$ cat src/hdl/irt_pkg.sv
`default_nettype none
// ----------------------------------------------------------------------------
// irt_pkg
// Shared types and constants for the IPv4 range table and address walker.
// ----------------------------------------------------------------------------
package irt_pkg;

    localparam int MAX_RANGES = 256;
    localparam int IDX_W      = $clog2(MAX_RANGES);
    localparam int CNT_W      = $clog2(MAX_RANGES + 1);
    localparam int ADDR_W     = 32;
    localparam int WALK_W     = ADDR_W + 1;
    localparam int TOTAL_W    = 41;

    localparam logic [ADDR_W-1:0]  OCTET_KEEP = 32'hFFFF_FF00;
    localparam logic [TOTAL_W-1:0] TOTAL_MAX  = '1;
    localparam logic [5:0]         PREFIX_MAX = 6'd32;

    typedef enum logic [2:0] {
        REQ_ADD_PREFIX = 3'd0,
        REQ_ADD_RANGE  = 3'd1,
        REQ_ADD_OCTET  = 3'd2,
        REQ_NEXT       = 3'd3,
        REQ_REWIND     = 3'd4,
        REQ_CLEAR      = 3'd5
    } t_req;

    typedef enum logic [2:0] {
        ST_OK              = 3'd0,
        ST_BAD_PREFIX      = 3'd1,
        ST_ZERO_ADDR       = 3'd2,
        ST_START_AFTER_END = 3'd3,
        ST_FULL            = 3'd4,
        ST_EXHAUSTED       = 3'd5
    } t_status;

    typedef enum logic {
        S_IDLE,
        S_WALK
    } t_state;

    typedef struct packed {
        logic [2:0]        req_type;
        logic [ADDR_W-1:0] address;
        logic [5:0]        prefix_len;
        logic [ADDR_W-1:0] end_address;
        logic [7:0]        last_octet;
    } t_in_item;

    typedef struct packed {
        t_status            status;
        logic               addr_valid;
        logic [ADDR_W-1:0]  addr_out;
        logic [TOTAL_W-1:0] total_count;
        logic [CNT_W-1:0]   ranges_stored;
    } t_out_item;

    typedef struct packed {
        logic [ADDR_W-1:0] lo;
        logic [ADDR_W-1:0] hi;
    } t_range;

    typedef struct packed {
        logic              is_add;
        t_status           status;
        t_range            range;
    } t_add_chk;

endpackage : irt_pkg
`default_nettype wire

$ cat src/hdl/irt_add_check.sv
`default_nettype none
// ----------------------------------------------------------------------------
// irt_add_check
// Decode an add request into a range and check it for form errors.
// ----------------------------------------------------------------------------
module irt_add_check (
    input  wire irt_pkg::t_in_item i_item,
    output irt_pkg::t_add_chk      o_chk
);

    logic [irt_pkg::ADDR_W-1:0] w_mask;
    logic [irt_pkg::ADDR_W-1:0] w_octet_hi;

    assign w_mask     = ~({irt_pkg::ADDR_W{1'b1}} >> i_item.prefix_len);
    assign w_octet_hi = (i_item.address & irt_pkg::OCTET_KEEP) |
                        {{(irt_pkg::ADDR_W-8){1'b0}}, i_item.last_octet};

    always_comb begin
        o_chk.is_add   = 1'b0;
        o_chk.status   = irt_pkg::ST_OK;
        o_chk.range.lo = i_item.address;
        o_chk.range.hi = i_item.end_address;
        unique case (i_item.req_type)
            irt_pkg::REQ_ADD_PREFIX: begin
                o_chk.is_add   = 1'b1;
                o_chk.range.lo = i_item.address & w_mask;
                o_chk.range.hi = (i_item.address & w_mask) | ~w_mask;
                if (i_item.prefix_len > irt_pkg::PREFIX_MAX) begin
                    o_chk.status = irt_pkg::ST_BAD_PREFIX;
                end
            end
            irt_pkg::REQ_ADD_RANGE: begin
                o_chk.is_add = 1'b1;
                if (i_item.address == '0 || i_item.end_address == '0) begin
                    o_chk.status = irt_pkg::ST_ZERO_ADDR;
                end else if (i_item.address > i_item.end_address) begin
                    o_chk.status = irt_pkg::ST_START_AFTER_END;
                end
            end
            irt_pkg::REQ_ADD_OCTET: begin
                o_chk.is_add   = 1'b1;
                o_chk.range.hi = w_octet_hi;
                if (i_item.address == '0) begin
                    o_chk.status = irt_pkg::ST_ZERO_ADDR;
                end else if (i_item.address > w_octet_hi) begin
                    o_chk.status = irt_pkg::ST_START_AFTER_END;
                end
            end
            default: begin
                o_chk.is_add = 1'b0;
            end
        endcase
    end

endmodule : irt_add_check
`default_nettype wire

$ cat config.mk
export PLATFORM = sky130hd
export DESIGN_NAME = irt_add_check
export DESIGN_NICKNAME = d
export VERILOG_FILES = /design/src/hdl/irt_pkg.sv /design/src/hdl/irt_add_check.sv
export SDC_FILE = /design/constraint.sdc
export NUM_CORES = 1
export LEC_CHECK = 0
export BUFFER_PORTS_ARGS = -buffer_cell sky130_fd_sc_hd__buf_2
export CAP_MARGIN = 10
export CORE_UTILIZATION = 35
export DETAILED_ROUTE_END_ITERATION = 8
export PLACE_DENSITY = 0.77
export SETUP_SLACK_MARGIN = 0.4
export SYNTH_ARGS = -nofsm -noshare
export SYNTH_HDL_FRONTEND = slang
export SYNTH_SLANG_ARGS = --single-unit
$ cat constraint.sdc
create_clock -name vclk -period 2.1
set_clock_uncertainty 0.05 [all_clocks]
set_input_delay 0.315 -clock vclk [all_inputs]
set_output_delay 0.315 -clock vclk [all_outputs]
set_load 0.02 [all_outputs]
==> results.sh <==
export IMPL_ys_warn_count=0
export IMPL_die_area_um2=6720
export IMPL_ioPinCount=149
export IMPL_n_antenna_cell=0
export IMPL_netlist_instances=358
export IMPL_ir_worst_vdd_v=0.000151
export IMPL_nFillCells=303
export IMPL_hp_class="in -> out"
export IMPL_drv_cap=0
export IMPL_timing_max_slew_rel_slack=0.584
export IMPL_crit_chain="buf_6 -> ha_4 -> nand4_1 -> or4_4 -> o21ai_2 -> a31oi_2 -> a41oi_2 -> o22ai_2 -> buf_6"
export IMPL_max_stage_delay_ns=0.59
export IMPL_die_h_um=82.0
export IMPL_ys_top_cells_by_count="nand2_1, inv_1, ha_1, o211ai_1"
export IMPL_fin_crit_sh=1.25
export IMPL_critical_path_depth=9
export IMPL_start_util=0.369
export IMPL_end_kind="output port"
export IMPL_grt_use_total=0.363
export IMPL_drive_gt1_frac=0.630
export IMPL_violations="negative setup slack"
export IMPL_hp_start="i_item[80]"
export IMPL_synth_seq_area_share=0
export IMPL_syn_cell_area_um2=2240
export IMPL_cp_num_buf_inv=2
export IMPL_cp_common_cell="buf_6"
export IMPL_fmaxAchievable_ghz=0.380
export IMPL_worst_pin_slew_ns=0.619
export IMPL_drt_wirelength_per_cell_um=21.3
export IMPL_use_met3=0.0656
export IMPL_syn_nets=479
export IMPL_synth_top_cell_area_share=0.224
export IMPL_start_kind="primary input"
export IMPL_grt_remaining_overflow=0
export IMPL_synth_top_area_cell="ha_1"
export IMPL_die_x_um=82.0
export IMPL_grt_busiest_layer="met2"
export IMPL_final_area_um2=5180
export IMPL_layout_setup_ws_ns=-0.530
export IMPL_dp_cells=655
export IMPL_grt_pass1_vias=3914
export IMPL_holdWs_ns=0.977
export IMPL_ff_latch_area_um2=0
export IMPL_stdcell_count=678
export IMPL_final_max_slew_viol_count=0
export IMPL_grt_max_degree=45
export IMPL_fin_nets=726
export IMPL_wirelength_um=14500
export IMPL_synth_distinct_cells=41
export IMPL_portBuffers=148
export IMPL_syn2layout_area_growth_pct=131
export IMPL_synth_most_common_cell="nand2_1"
export IMPL_final_hold_viol_count=0
export IMPL_antenna_found_initial=0
export IMPL_period_minus_slack_ns=2.63
export IMPL_tns_ns=-1.16
export IMPL_first_pass_iters=5
export IMPL_syn_area_per_cell_um2=6.25
export IMPL_grt_pass1_wl_um=18700
export IMPL_p_per_area_nw_per_um2=239
export IMPL_place_area_um2=4030
export IMPL_seq_cells=0
export IMPL_num_vias=4257
export IMPL_worstSetupPathType="in -> out"
export IMPL_clkbuf_count=0
export IMPL_met2_usage=0.641
export IMPL_rsz0062_at_grt="yes"
export IMPL_hold_path_depth=4
export IMPL_row_count=28
export IMPL_required_ns=1.74
export IMPL_status="finished, violations left"
export IMPL_place_gp_congestion=0.933
export IMPL_use_met1=0.401
export IMPL_critPathTopFamily="simple AND/OR/NAND/NOR gates"
export IMPL_power_leakage_nw=2.48
export IMPL_min_to="o_chk[67]"
export IMPL_core_um2=6060
export IMPL_vias_per_cell=6.28
export IMPL_finalSetupViolCount=4
export IMPL_cp_arrival_ns=2.26
export IMPL_crit_slowest_cell="or4_4"
export IMPL_crit_fanout=2
export IMPL_dpl_hpwl_um=8660
export IMPL_drc=0
export IMPL_drt_iter0_drc=273
export IMPL_ant_nets=0
export IMPL_yosys_top_cells_area="ha_1, nand2_1, o211ai_1"
cells in the final DEF, fill, tap and decap left out, drive strengths merged, types with 4 or more instances in the layout:
cell	n
a21oi	23
inv	44
and2	23
a21o	4
nor4	18
nand2	63
nand3	5
buf	262
nor2b	8
nor2	9
nand3b	4
mux2i	7
o21ai	22
nand4	14
ha	40
o211ai	27
logic make-up after synthesis:
group	count (synthesis)	share of synthesized area
other	1	0.00168
adders and majority gates	40	0.224
buffers and inverters	61	0.106
AOI/OAI and AO/OA	92	0.260
and+or+nand+nor	157	0.377
muxes	7	0.0313
stage by stage:
step,total power [mW],setup WS (ns),util
floorplan,0.485,-0.0531,-
global placement,0.887,-0.472,0.665
detailed placement,0.914,-0.511,0.665
CTS,1.09,-0.399,0.801
global route,1.29,-0.499,0.854
finish,1.24,-0.530,0.854
worst max path at each step:
stage | start | end | slack [ns]
after floorplan | i_item[22] | o_chk[65] | -0.05
after global placement | i_item[22] | o_chk[64] | -0.47
after detailed placement | i_item[22] | o_chk[64] | -0.51
after CTS | i_item[23] | o_chk[64] | -0.40
after global routing | i_item[29] | o_chk[64] | -0.50
final | i_item[65] | o_chk[64] | -0.53
where the power goes:
group	internal [mW]	switching (mW)	leakage, nW	total (mW)
registers	0	0	0	0
logic	0.600	0.636	2.48	1.24
clock network	0	0	0	0
total	0.600	0.636	2.48	1.24
area by class of cell:
class | instances | area (um^2) | area share
Timing Repair Buffer | 262 | 2180 | 0.420
Multi-Input combinational cell | 297 | 2710 | 0.523
Tap cell | 75 | 93.8 | 0.0181
Inverter | 44 | 200 | 0.0387
routing by layer:
| layer | part of all wire | wire length, um |
|---|---|---|
| met3 | 0.097 | 1400 |
| met5 | 0 | 0 |
| met4 | 0.068 | 990 |
| met2 | 0.48 | 6990 |
| met1 | 0.35 | 5070 |
repair_timing:
item | 4_1_cts | 5_1_grt
cloned | 1 | 0
pin swaps | 40 | 28
gates resized for setup | 185 | 54
hold buffers | 0 | 0
buffers inserted | 12 | 10
setup endpoints to repair | 65 | 65
No activity file was read; power rests on OpenSTA's default activity.
